File: src/rtl/sfdq_pkg.sv
`timescale 1ns / 1ps
// ----------------------------------------------------------------------------
// sfdq_pkg
// shared sizes, codes and control types of the spi frame deframer queue
// ----------------------------------------------------------------------------
package sfdq_pkg;

  localparam int FRAME_BYTES  = 8;
  localparam int QUEUE_FRAMES = 4;

  localparam int STORE_DEPTH = FRAME_BYTES * QUEUE_FRAMES;
  localparam int STORE_AW    = $clog2(STORE_DEPTH);
  localparam int SLOT_W      = $clog2(QUEUE_FRAMES);
  localparam int BYTE_W      = (FRAME_BYTES > 1) ? $clog2(FRAME_BYTES) : 1;
  localparam int COUNT_W     = $clog2(QUEUE_FRAMES + 1);

  localparam int S_TDATA_W = 24;
  localparam int M_TDATA_W = 24;

  localparam logic [7:0] START_PATTERN_RESET = 8'd126;

  // register select, taken from paddr[2]
  localparam logic REG_START_PATTERN = 1'b0;

  typedef enum logic [1:0] {
    CMD_XFER,
    CMD_POP,
    CMD_TXW,
    CMD_SEND
  } cmd_t;

  typedef enum logic [1:0] {
    STAT_OK,
    STAT_EMPTY,
    STAT_FULL,
    STAT_BUSY
  } status_t;

  typedef enum logic [1:0] {
    S_IDLE,
    S_EXEC,
    S_POP_RD,
    S_POP_OUT
  } state_t;

  typedef struct packed {
    logic capture;
    logic execute;
    logic rd_issue;
    logic rd_load;
  } ctl_cmd_t;

  typedef struct packed {
    logic pop_hit;
    logic out_free;
    logic byte_last;
  } dp_sts_t;

endpackage

File: src/rtl/sfdq_ram.sv
`timescale 1ns / 1ps
// ----------------------------------------------------------------------------
// sfdq_ram
// simple dual-port ram, one write and one registered read port
// ----------------------------------------------------------------------------
module sfdq_ram #(
  parameter int WIDTH = 8,
  parameter int DEPTH = 32
) (
  input  logic                     clk,
  input  logic                     we,
  input  logic [$clog2(DEPTH)-1:0] waddr,
  input  logic [WIDTH-1:0]         wdata,
  input  logic                     re,
  input  logic [$clog2(DEPTH)-1:0] raddr,
  output logic [WIDTH-1:0]         rdata
);

  logic [WIDTH-1:0] mem [DEPTH];

  always_ff @(posedge clk) begin
    if (we) begin
      mem[waddr] <= wdata;
    end
    if (re) begin
      rdata <= mem[raddr];
    end
  end

endmodule

File: src/rtl/sfdq_ctrl.sv
`timescale 1ns / 1ps
// ----------------------------------------------------------------------------
// sfdq_ctrl
// sequencer: accepts one transaction, runs it, streams popped frames
// ----------------------------------------------------------------------------
module sfdq_ctrl (
  input  logic                 clk,
  input  logic                 rst,
  input  logic                 s_tvalid,
  output logic                 s_tready,
  input  sfdq_pkg::dp_sts_t    sts,
  output sfdq_pkg::ctl_cmd_t   ctl
);
  import sfdq_pkg::*;

  state_t state;
  state_t state_next;

  always_ff @(posedge clk) begin
    if (rst) begin
      state <= S_IDLE;
    end else begin
      state <= state_next;
    end
  end

  always_comb begin
    state_next = state;
    ctl        = '0;
    s_tready   = 1'b0;
    case (state)
      S_IDLE: begin
        s_tready = 1'b1;
        if (s_tvalid) begin
          ctl.capture = 1'b1;
          state_next  = S_EXEC;
        end
      end
      S_EXEC: begin
        if (sts.pop_hit) begin
          ctl.execute = 1'b1;
          state_next  = S_POP_RD;
        end else if (sts.out_free) begin
          ctl.execute = 1'b1;
          state_next  = S_IDLE;
        end
      end
      S_POP_RD: begin
        ctl.rd_issue = 1'b1;
        state_next   = S_POP_OUT;
      end
      S_POP_OUT: begin
        if (sts.out_free) begin
          ctl.rd_load = 1'b1;
          state_next  = sts.byte_last ? S_IDLE : S_POP_RD;
        end
      end
      default: begin
        state_next = S_IDLE;
      end
    endcase
  end

endmodule

File: src/rtl/sfdq_datapath.sv
`timescale 1ns / 1ps
// ----------------------------------------------------------------------------
// sfdq_datapath
// queue pointers, receive and send state, transmit buffer, result register
// ----------------------------------------------------------------------------
module sfdq_datapath (
  input  logic                             clk,
  input  logic                             rst,
  input  logic [sfdq_pkg::S_TDATA_W-1:0]   s_tdata,
  input  logic [1:0]                       s_tuser,
  output logic                             m_tvalid,
  input  logic                             m_tready,
  output logic [sfdq_pkg::M_TDATA_W-1:0]   m_tdata,
  output logic [1:0]                       m_tuser,
  output logic                             m_tlast,
  input  logic                             cfg_we,
  input  logic [7:0]                       cfg_wdata,
  output logic [7:0]                       start_pattern,
  input  sfdq_pkg::ctl_cmd_t               ctl,
  output sfdq_pkg::dp_sts_t                sts
);
  import sfdq_pkg::*;

  // captured transaction
  cmd_t        in_cmd;
  logic [7:0]  in_rx;
  logic [4:0]  in_idx;
  logic [7:0]  in_data;

  // queue and link state
  logic [SLOT_W-1:0]  write_slot, write_slot_next;
  logic [SLOT_W-1:0]  read_slot, read_slot_next;
  logic [COUNT_W-1:0] frame_count, frame_count_next;
  logic [BYTE_W-1:0]  rx_position, rx_position_next;
  logic               frame_armed, frame_armed_next;
  logic [BYTE_W-1:0]  tx_position, tx_position_next;
  logic               sending, sending_next;
  logic [7:0]         tx_buf [FRAME_BYTES];

  // pop streaming
  logic [SLOT_W-1:0]  pop_slot;
  logic [BYTE_W-1:0]  byte_idx;

  // result register
  logic               o_txv;
  logic [7:0]         o_txb;
  logic [7:0]         o_fb;
  logic               o_last;
  status_t            o_st;
  logic [COUNT_W-1:0] o_held;
  logic               o_busy;

  // execute results
  logic               x_txv;
  logic [7:0]         x_txb;
  status_t            x_st;
  logic               store_hit;
  logic               buf_hit;
  logic               queue_full;

  logic                out_load;
  logic                store_we;
  logic [STORE_AW-1:0] store_waddr;
  logic [STORE_AW-1:0] store_raddr;
  logic [7:0]          store_rdata;

  assign queue_full    = (frame_count == COUNT_W'(QUEUE_FRAMES));
  assign sts.pop_hit   = (in_cmd == CMD_POP) && (frame_count != '0);
  assign sts.out_free  = !m_tvalid || m_tready;
  assign sts.byte_last = (byte_idx == BYTE_W'(FRAME_BYTES - 1));

  always_comb begin
    write_slot_next  = write_slot;
    read_slot_next   = read_slot;
    frame_count_next = frame_count;
    rx_position_next = rx_position;
    frame_armed_next = frame_armed;
    tx_position_next = tx_position;
    sending_next     = sending;
    x_txv            = 1'b0;
    x_txb            = '0;
    x_st             = STAT_OK;
    store_hit        = 1'b0;
    buf_hit          = 1'b0;
    case (in_cmd)
      CMD_XFER: begin
        if (queue_full) begin
          x_st = STAT_FULL;
        end else if (frame_armed) begin
          store_hit = 1'b1;
          if (rx_position == BYTE_W'(FRAME_BYTES - 1)) begin
            rx_position_next = '0;
            write_slot_next  = (write_slot == SLOT_W'(QUEUE_FRAMES - 1)) ? '0
                                                                         : write_slot + 1'b1;
            frame_count_next = frame_count + 1'b1;
            frame_armed_next = 1'b0;
          end else begin
            rx_position_next = rx_position + 1'b1;
          end
        end
        if (in_rx == start_pattern) begin
          frame_armed_next = 1'b1;
        end
        if (sending) begin
          x_txv = 1'b1;
          x_txb = tx_buf[tx_position];
          if (tx_position == BYTE_W'(FRAME_BYTES - 1)) begin
            sending_next     = 1'b0;
            tx_position_next = '0;
          end else begin
            tx_position_next = tx_position + 1'b1;
          end
        end
      end
      CMD_POP: begin
        if (frame_count == '0) begin
          x_st = STAT_EMPTY;
        end else begin
          read_slot_next   = (read_slot == SLOT_W'(QUEUE_FRAMES - 1)) ? '0
                                                                      : read_slot + 1'b1;
          frame_count_next = frame_count - 1'b1;
        end
      end
      CMD_TXW: begin
        if (sending) begin
          x_st = STAT_BUSY;
        end else if ({1'b0, in_idx} < 6'(FRAME_BYTES)) begin
          buf_hit = 1'b1;
        end
      end
      CMD_SEND: begin
        if (sending) begin
          x_st = STAT_BUSY;
        end else begin
          sending_next     = 1'b1;
          tx_position_next = '0;
          x_txv            = 1'b1;
          x_txb            = start_pattern;
        end
      end
      default: begin
        x_st = STAT_OK;
      end
    endcase
  end

  // control state
  always_ff @(posedge clk) begin
    if (rst) begin
      start_pattern <= START_PATTERN_RESET;
      write_slot    <= '0;
      read_slot     <= '0;
      frame_count   <= '0;
      rx_position   <= '0;
      frame_armed   <= 1'b0;
      tx_position   <= '0;
      sending       <= 1'b0;
      tx_buf        <= '{default: '0};
      m_tvalid      <= 1'b0;
    end else begin
      if (cfg_we) begin
        start_pattern <= cfg_wdata;
      end
      if (ctl.execute) begin
        write_slot  <= write_slot_next;
        read_slot   <= read_slot_next;
        frame_count <= frame_count_next;
        rx_position <= rx_position_next;
        frame_armed <= frame_armed_next;
        tx_position <= tx_position_next;
        sending     <= sending_next;
        if (buf_hit) begin
          tx_buf[in_idx[BYTE_W-1:0]] <= in_data;
        end
      end
      if (out_load) begin
        m_tvalid <= 1'b1;
      end else if (m_tready) begin
        m_tvalid <= 1'b0;
      end
    end
  end

  assign out_load = (ctl.execute && !sts.pop_hit) || ctl.rd_load;

  // payload registers
  always_ff @(posedge clk) begin
    if (ctl.capture) begin
      in_cmd  <= cmd_t'(s_tuser);
      in_rx   <= s_tdata[7:0];
      in_idx  <= s_tdata[12:8];
      in_data <= s_tdata[20:13];
    end
    if (ctl.execute) begin
      pop_slot <= read_slot;
      byte_idx <= '0;
    end else if (ctl.rd_load) begin
      byte_idx <= byte_idx + 1'b1;
    end
    if (ctl.execute && !sts.pop_hit) begin
      o_txv  <= x_txv;
      o_txb  <= x_txb;
      o_fb   <= '0;
      o_last <= 1'b1;
      o_st   <= x_st;
      o_held <= frame_count_next;
      o_busy <= sending_next;
    end else if (ctl.rd_load) begin
      o_txv  <= 1'b0;
      o_txb  <= '0;
      o_fb   <= store_rdata;
      o_last <= sts.byte_last;
      o_st   <= STAT_OK;
      o_held <= frame_count;
      o_busy <= sending;
    end
  end

  // frame store addressing: slot * FRAME_BYTES + byte
  assign store_we    = ctl.execute && store_hit;
  assign store_waddr = STORE_AW'(STORE_AW'(write_slot) * STORE_AW'(FRAME_BYTES)
                                 + STORE_AW'(rx_position));
  assign store_raddr = STORE_AW'(STORE_AW'(pop_slot) * STORE_AW'(FRAME_BYTES)
                                 + STORE_AW'(byte_idx));

  sfdq_ram #(
    .WIDTH (8),
    .DEPTH (STORE_DEPTH)
  ) u_store (
    .clk   (clk),
    .we    (store_we),
    .waddr (store_waddr),
    .wdata (in_rx),
    .re    (ctl.rd_issue),
    .raddr (store_raddr),
    .rdata (store_rdata)
  );

  assign m_tdata = {1'b0, o_busy, 5'(o_held), o_fb, o_txb, o_txv};
  assign m_tuser = o_st;
  assign m_tlast = o_last;

endmodule

File: src/rtl/spi_frame_deframer_queue.sv
`timescale 1ns / 1ps
// ----------------------------------------------------------------------------
// spi_frame_deframer_queue
// spi byte link front end: start-byte framing, frame queue and frame sender
// ----------------------------------------------------------------------------
// usage
//   s_* channel carries one command per transaction (tuser = command):
//   transfer event, pop frame, write transmit byte, start send.
//   m_* channel returns results; tlast marks the final result of a command,
//   tuser carries the status code.
//   apb port holds the start pattern register at address 0 (reset 126).
// timing
//   single-result commands: captured, then executed and the result registered
//   once the output register is free; the next command is taken back in idle.
//   pop of a held frame: after exec, each of the FRAME_BYTES results takes a
//   read state and an output state, set by the registered read of the frame
//   store ram; no new command is taken until the last byte is loaded.
// reset
//   clears queue pointers, frame count, receive and send state and the
//   transmit buffer; the frame store is not cleared and needs no sweep,
//   only completed frames are ever read.
// stall
//   a result waits in the output register while m_tready is low; one more
//   command is accepted; bar a non-empty pop, it runs once the slot frees.
// ----------------------------------------------------------------------------
module spi_frame_deframer_queue (
  input  logic                           clk,
  input  logic                           rst,
  // slave stream
  input  logic                           s_tvalid,
  output logic                           s_tready,
  // [7:0] rx_byte, [12:8] tx_index, [20:13] tx_data, [23:21] zero
  input  logic [sfdq_pkg::S_TDATA_W-1:0] s_tdata,
  // [1:0] command
  input  logic [1:0]                     s_tuser,
  // master stream
  output logic                           m_tvalid,
  input  logic                           m_tready,
  // [0] tx_valid, [8:1] tx_byte, [16:9] frame_byte, [21:17] frames_held,
  // [22] send_busy, [23] zero
  output logic [sfdq_pkg::M_TDATA_W-1:0] m_tdata,
  // [1:0] status
  output logic [1:0]                     m_tuser,
  output logic                           m_tlast,
  // apb configuration
  input  logic                           psel,
  input  logic                           penable,
  input  logic                           pwrite,
  input  logic [2:0]                     paddr,
  input  logic [31:0]                    pwdata,
  output logic [31:0]                    prdata,
  output logic                           pready
);
  import sfdq_pkg::*;

  ctl_cmd_t   ctl;
  dp_sts_t    sts;
  logic       cfg_we;
  logic [7:0] start_pattern;

  // zero-wait apb, writes land in the access phase
  assign pready = 1'b1;
  assign cfg_we = psel && penable && pwrite && pready && (paddr[2] == REG_START_PATTERN);
  assign prdata = (paddr[2] == REG_START_PATTERN) ? {24'b0, start_pattern} : '0;

  // sequencer
  sfdq_ctrl u_ctrl (
    .clk      (clk),
    .rst      (rst),
    .s_tvalid (s_tvalid),
    .s_tready (s_tready),
    .sts      (sts),
    .ctl      (ctl)
  );

  // queue, send state and result register
  sfdq_datapath u_datapath (
    .clk           (clk),
    .rst           (rst),
    .s_tdata       (s_tdata),
    .s_tuser       (s_tuser),
    .m_tvalid      (m_tvalid),
    .m_tready      (m_tready),
    .m_tdata       (m_tdata),
    .m_tuser       (m_tuser),
    .m_tlast       (m_tlast),
    .cfg_we        (cfg_we),
    .cfg_wdata     (pwdata[7:0]),
    .start_pattern (start_pattern),
    .ctl           (ctl),
    .sts           (sts)
  );

endmodule

File: config.mk
export PLATFORM = sky130hd
export DESIGN_NAME = spi_frame_deframer_queue
export DESIGN_NICKNAME = d
export VERILOG_FILES = /design/src/rtl/sfdq_pkg.sv /design/src/rtl/sfdq_ram.sv /design/src/rtl/sfdq_ctrl.sv /design/src/rtl/sfdq_datapath.sv /design/src/rtl/spi_frame_deframer_queue.sv
export SDC_FILE = /design/constraint.sdc
export NUM_CORES = 1
export LEC_CHECK = 0
export BUFFER_PORTS_ARGS = -buffer_cell sky130_fd_sc_hd__buf_4
export CAP_MARGIN = 20
export CORE_MARGIN = 2
export CORE_UTILIZATION = 25
export CTS_CLUSTER_DIAMETER = 40
export DETAILED_ROUTE_END_ITERATION = 6
export RECOVER_POWER = 50
export SLEW_MARGIN = 15
export SYNTH_ARGS = -nofsm -noshare
export SYNTH_HDL_FRONTEND = slang
export SYNTH_SLANG_ARGS = --single-unit
File: constraint.sdc
create_clock -name clk -period 2.8 [get_ports clk]
set_input_delay 0.28 -clock clk [delete_from_list [all_inputs] [get_ports clk]]
set_output_delay 0.28 -clock clk [all_outputs]
set_load 0.01 [all_outputs]
; Word-level counts from Yosys, hierarchy flattened
; Memory sizes are Yosys's and may differ from the RTL's. A register that Yosys moved wholly into a read port is not among the register bits.
; Index checks and enable logic that the tools add are counted.
[totals]
reg_bits = 142
mem_bits_rw = 256
word_cells = 165
n_memories = 1
[op_classes]
add_sub_neg = 9
order_cmp = 4
eq_ne = 19
n_mux = 70
bitwise_logic = 5
reduce_logical = 26
[memory_table]
columns = name, words, word_bits, rd, rd_ports_with_merged_regs, wr, line
row1 = u_datapath.u_store.mem, 32, 8, 1, 1, 1, sfdq_ram.sv:19  ; logic [WIDTH-1:0] mem [DEPTH];
[op_table]
columns = operator, n
row1 = 64-bit bitwise mux, 1
row2 = 8-bit two-way mux, 8
row3 = 1-bit two-way mux, 31
row4 = 3-bit two-way mux, 10
row5 = 8-bit binary-select mux with 3-bit select, 1
row6 = 8-bit demux with 3-bit select, 1
row7 = 2-bit two-way mux, 11
row8 = 8-bit case mux with 2 select lines, 1
row9 = 3-bit by 1-bit adder with 3-bit output (second input constant), 4
row10 = 2-bit == test (second input constant), 6
row11 = 3-bit == test (second input constant), 4
row12 = 3-bit case mux with 2 select lines, 2
row13 = 5-bit by 3-bit adder with 5-bit output, 2
row14 = 3-bit AND reduction, 3
row15 = 8-bit == test, 1
row16 = 4-bit greater-or-equal comparator (second input constant), 2
row17 = 2-bit != test (second input constant), 4
row18 = 3-bit NOT with 4-bit output, 2
row19 = 2-bit case mux with 4 select lines, 1
row20 = 4-bit AND reduction, 2
row21 = 1-bit logical AND, 7
row22 = 2-bit case mux with 3 select lines, 1
row23 = 2-bit nonzero test, 3
row24 = 5-bit by 4-bit less-than comparator with 1-bit output (second input constant), 1
row25 = other kinds (16), 24

; Longest topological paths before layout
[depth]
ltp_word = 8
ltp_mapped = 8
depth_no_buf = 6

; Cells and area by module
; A second synthesis with hierarchy kept.
[unflattened]
hier_cells = 1025
area_unflattened_um2 = 16722.3
[by_module_without_submodules]
columns = module, n_inst, cells_per_inst, area_per_inst_um2, seq_area_each_um2
row1 = sfdq_ram, 1, 417, 10133.5, 7927.6
row2 = sfdq_datapath, 1, 556, 6188.4, 3203.1
row3 = spi_frame_deframer_queue, 1, 36, 275.3, 0.0
row4 = sfdq_ctrl, 1, 16, 125.1, 40.0

; Worst setup path before layout
; OpenSTA, ideal clock, no wires.
[synth_path]
path_type = register to register
start = reg u_datapath.in_cmd[1]
end = mem u_datapath.u_store.mem[10][0], enable pin
setup_ps = 370
arrival_ps = 2090
required_time_ps = 2430
slack_ps = 340
stages_incl_launch_ff = 8
n_path_buf = 2
path_cell_list = edfxtp_1 -> inv_1 -> ha_1 -> clkbuf_1 -> a21o_1 -> clkbuf_1 -> nand4_1 -> nor2_1
[synth_between]
elab_chain_len = 7
word_cells_on_any_way = 9
[synth_lines]
columns = item, line
row1 = start: declaration, sfdq_datapath.sv:25  ; cmd_t in_cmd;
row2 = start signal: assignment, sfdq_datapath.sv:189  ; in_cmd <= cmd_t'(s_tuser);
row3 = 2-bit by 1-bit == test with 1-bit output, sfdq_datapath.sv:68  ; assign sts.pop_hit = (in_cmd == CMD_POP) && (frame_count != '0);
row4 = 1-bit logical AND, sfdq_datapath.sv:68
row5 = 1-bit two-way mux, sfdq_ctrl.sv:40  ; if (sts.pop_hit) begin
row6 = 1-bit two-way mux, sfdq_ctrl.sv:31  ; case (state)
row7 = 1-bit logical AND (*), sfdq_datapath.sv:220  ; assign store_we = ctl.execute && store_hit;
row8 = 1-bit two-way mux (*), sfdq_ram.sv:22  ; if (we) begin
row9 = 1-bit two-way mux (implied by the code) (*), sfdq_ram.sv:23  ; mem[waddr] <= wdata;
row10 = end: declaration, sfdq_ram.sv:19
; Mark *: on every way between the ends. The rest lies on a longest branch, timed or not.

; Worst setup path in the final report
[layout_path]
start = reg u_datapath.frame_count[0]
end = reg u_datapath.frame_armed
[layout_between]
elab_chain_len = 5
word_cells_on_any_way = 7
[layout_lines]
columns = item, line
row1 = start: declaration, sfdq_datapath.sv:33  ; logic [COUNT_W-1:0] frame_count, frame_count_next;
row2 = start signal: assignment, sfdq_datapath.sv:167  ; frame_count <= frame_count_next;
row3 = 3-bit nonzero test, sfdq_datapath.sv:68
row4 = 1-bit logical AND, sfdq_datapath.sv:68
row5 = 1-bit two-way mux, sfdq_ctrl.sv:40
row6 = 1-bit two-way mux, sfdq_ctrl.sv:31
row7 = 3-bit AND reduction (no source line) (*), n/a
row8 = end signal: assignment, sfdq_datapath.sv:169  ; frame_armed <= frame_armed_next;
row9 = end: declaration, sfdq_datapath.sv:35  ; logic frame_armed, frame_armed_next;
; Marked as above.
; A chain may end at the register's enable or synchronous reset.

==> impl_metrics.ini <==
[die]
core_sq_mm = 0.06847
ios = 130
rows = 96
fp.dieW_microns = 266.9
floorplan.initialDensity_pct = 25.23
die_h_microns = 266.9
die_area_sq_mm = 0.07121

[detailed_routing]
avgViaCountPerCell = 4.776
drcViolationCount = 0
wl_per_cell_microns = 20.01
wl_mm = 44.92
first_pass_iters = 5
drtIter0Drc = 951
via_count = 10720
antenna_left = 0

[clock_network]
clkLatencyLatePin_ns = 0.60
cts_made_buffers = 49
h-tree-depth = 2
clock_sinks = 406
path_clk_slew_ns = 0.05
cts_setup_buffers = 0
root_buffer = clkbuf_16
clk_path_buf_depth = 3
cts_tree = yes

[status]
outcome = finished with violations
violations = max-capacitance violations, max-slew violations

[hold_path]
min_path_type = in2reg

[sta]
tightest_slew_ns = 1.735
fin_crit_sh_pct = 91.37
period_needed_ns = 2.558
max_freq_ghz = 0.3909
finalSetupTns_ns = 0
setup_viol = 0
hold_viol_final = 0
slew_violations = 204
skew_ns = 0.02358
rsz0062_at_grt = false
slew-limit-headroom_pct = -15.66

[logic_synthesis]
synth_seq_cells = 406
synth_edf_count = 304
ys_types = 50
syn_avg_cell_area_sq_um = 14.52
ys.flop_type = edfxtp_1
netlist_area_sq_mm = 0.01727
synthCells = 1190
ys.warnings.count = 0
synth.yosys.seq_area_share_pct = 64.67
async_flop_share_pct = 0

[global_routing]
grt_pass1_vias = 10700
grt_overflow = 0
grt_use_total_pct = 12.44
grt_max_degree = 74
grt_pass1_wl_mm = 67.06
grt_antenna_before_repair = 1

[critical_path]
required_ns = 3.28
crit_type = reg2reg
critPathLaunchType = flop
end_kind = flop
critPathMaxFanout = 9
worstPathArrival_ns = 3.04

[power_and_ir_drop]
p_leak_nw = 6.513
power.density_mw_per_mm2 = 648.0
vdd_drop_max_mv = 0.4849
finalPower_w = 0.01351

[finish]
multi_input_area_sq_mm = 0.005487
layout-drive-gt1-share_pct = 20.65
seq_area_sq_mm = 0.01118
most-common-layout-cells = edfxtp_1, dfxtp_1, a21oi_1
final_common_cell = edfxtp_1
fill_cells = 6773
layout.nets = 1411
area_growth_pct = 20.66

[placed_design]
routabilityCongestion = 0.7715
portBuffers = 72
post-dp-hpwl_mm = 28.78

[flow_run]
cap_violations = 6
power by group:
group          internal (W)  switching (W)  leakage [nW]  total, W
registers           0.00653      0.0000769          3.58   0.00661
logic              0.000158       0.000377          2.14  0.000535
clock network       0.00376        0.00260         0.788   0.00636
path summary, 6_finish.rpt:
check / cells after the start / slack [ns] / end / start
min reg2reg: 2 / 0.45 / u_datapath.o_fb[7]$_SDFFE_PP0P_ / u_datapath.o_fb[7]$_SDFFE_PP0P_
max: 7 / 0.24 / u_datapath.frame_armed$_SDFFE_PP0P_ / u_datapath.frame_count[0]$_SDFFE_PP0N_
max reg2reg: 7 / 0.24 / u_datapath.frame_armed$_SDFFE_PP0P_ / u_datapath.frame_count[0]$_SDFFE_PP0N_
min: 5 / 0.15 / u_ctrl.state[0]$_SDFFE_PP0P_ / s_tvalid
registers in the layout, summed over array words and instances (netlist names), 3 cells and up:
name                      count
u_datapath.in_idx             5
u_datapath.start_pattern      8
u_datapath.rx_position        3
u_datapath.byte_idx           3
u_datapath.in_data            8
u_datapath.tx_position        3
u_datapath.u_store.rdata      8
u_datapath.tx_buf            64
u_datapath.o_held             3
u_datapath.u_store.mem      256
u_datapath.o_fb               8
u_datapath.in_rx              8
u_datapath.frame_count        3
u_datapath.o_txb              8
cells by family (layout without fill, tap and decap cells):
logic type      Yosys count  after routing  synth area share (%)
xor+xnor                  9              9                0.4563
buf+inv                 148            293                 4.201
flops                   406            406                 64.67
fa+ha+maj                22             22                 1.593
compound gates          214            214                 7.852
simple gates            266            266                 8.192
other cells               2             30               0.04348
mux                     123            123                 12.99
layer usage:
layer  wire [microns]  global-route usage [%]
met3             2532                   2.233
met5               13                       0
met1            20250                   17.39
met4             1094                   3.766
met2            21030                   19.62
worst max-delay path, cell delays in order, from the launching register on:
cell	delay, ns
dfxtp_1	0.35
inv_1	0.12
ha_1	0.28
nand2b_1	0.16
a21oi_1	0.80
nor2_1	0.21
clkbuf_1	0.27
a41o_1	0.25
cells in the mapped netlist, types with 2 or more instances:
cell type,n,area [sq um]
a211o_1,2,17.52
a211oi_1,3,22.52
a21oi_1,97,485.5
a22oi_1,16,120.1
a31oi_1,6,37.54
and2_1,5,31.28
and3_1,3,18.77
and4_1,2,17.52
buf_1,7,26.28
buf_2,5,25.02
buf_4,31,232.7
buf_6,5,56.30
clkbuf_1,80,300.3
clkbuf_2,8,40.04
conb_1,2,7.510
dfxtp_1,102,2042
edfxtp_1,304,9129
ha_1,22,275.3
inv_1,12,45.04
mux2_2,10,112.6
mux2i_1,33,330.3
mux4_2,80,1802
nand2_1,63,236.5
nand2b_1,13,81.33
nand3_1,7,35.03
nand3b_1,9,67.56
nand4_1,85,531.8
nand4b_1,2,17.52
nor2_1,44,165.2
nor2b_1,19,118.9
nor3_1,5,25.02
nor3b_1,2,15.01
o211ai_1,2,15.01
o21ai_0,5,25.02
o22ai_1,3,18.77
o31ai_1,73,548.0
or3_1,3,18.77
xnor2_1,5,43.79
xor2_1,4,35.03
layout make-up:
class | instances | area share (%)
Clock inverter | 30 | 1.783
Clock buffer | 61 | 6.099
Antenna cell | 2 | 0.02401
Multi-Input combinational cell | 662 | 26.32
Sequential cell | 406 | 53.63
Timing Repair Buffer | 190 | 6.633
Inverter | 12 | 0.2161
Tap cell | 882 | 5.295
per-stage QoR:
stage / hold WS, ns / cell area (sq um) / setup slack (ns) / util (%) / std cells
final: 0.1513 / 20840 / 0.2417 / 30.44 / 2245
after global routing: 0.1913 / 20840 / 0.07775 / 30.43 / 2243
after CTS: 0.1322 / 21050 / 0.4435 / 30.74 / 2243
after detailed placement: 0.4528 / 19090 / 0.4543 / 27.89 / 2121
after global placement: 0.4431 / 19090 / 0.5298 / 27.89 / 2121
after floorplan: 0.3789 / 17370 / 0.3401 / - / 1216
timing repair:
action | CTS | global route
hold endpoints to repair | 31 | 0
gates resized for setup | 0 | 0
setup endpoints to repair | 0 | 0
hold buffers | 31 | 0
Power figures use the tool's default switching activity.
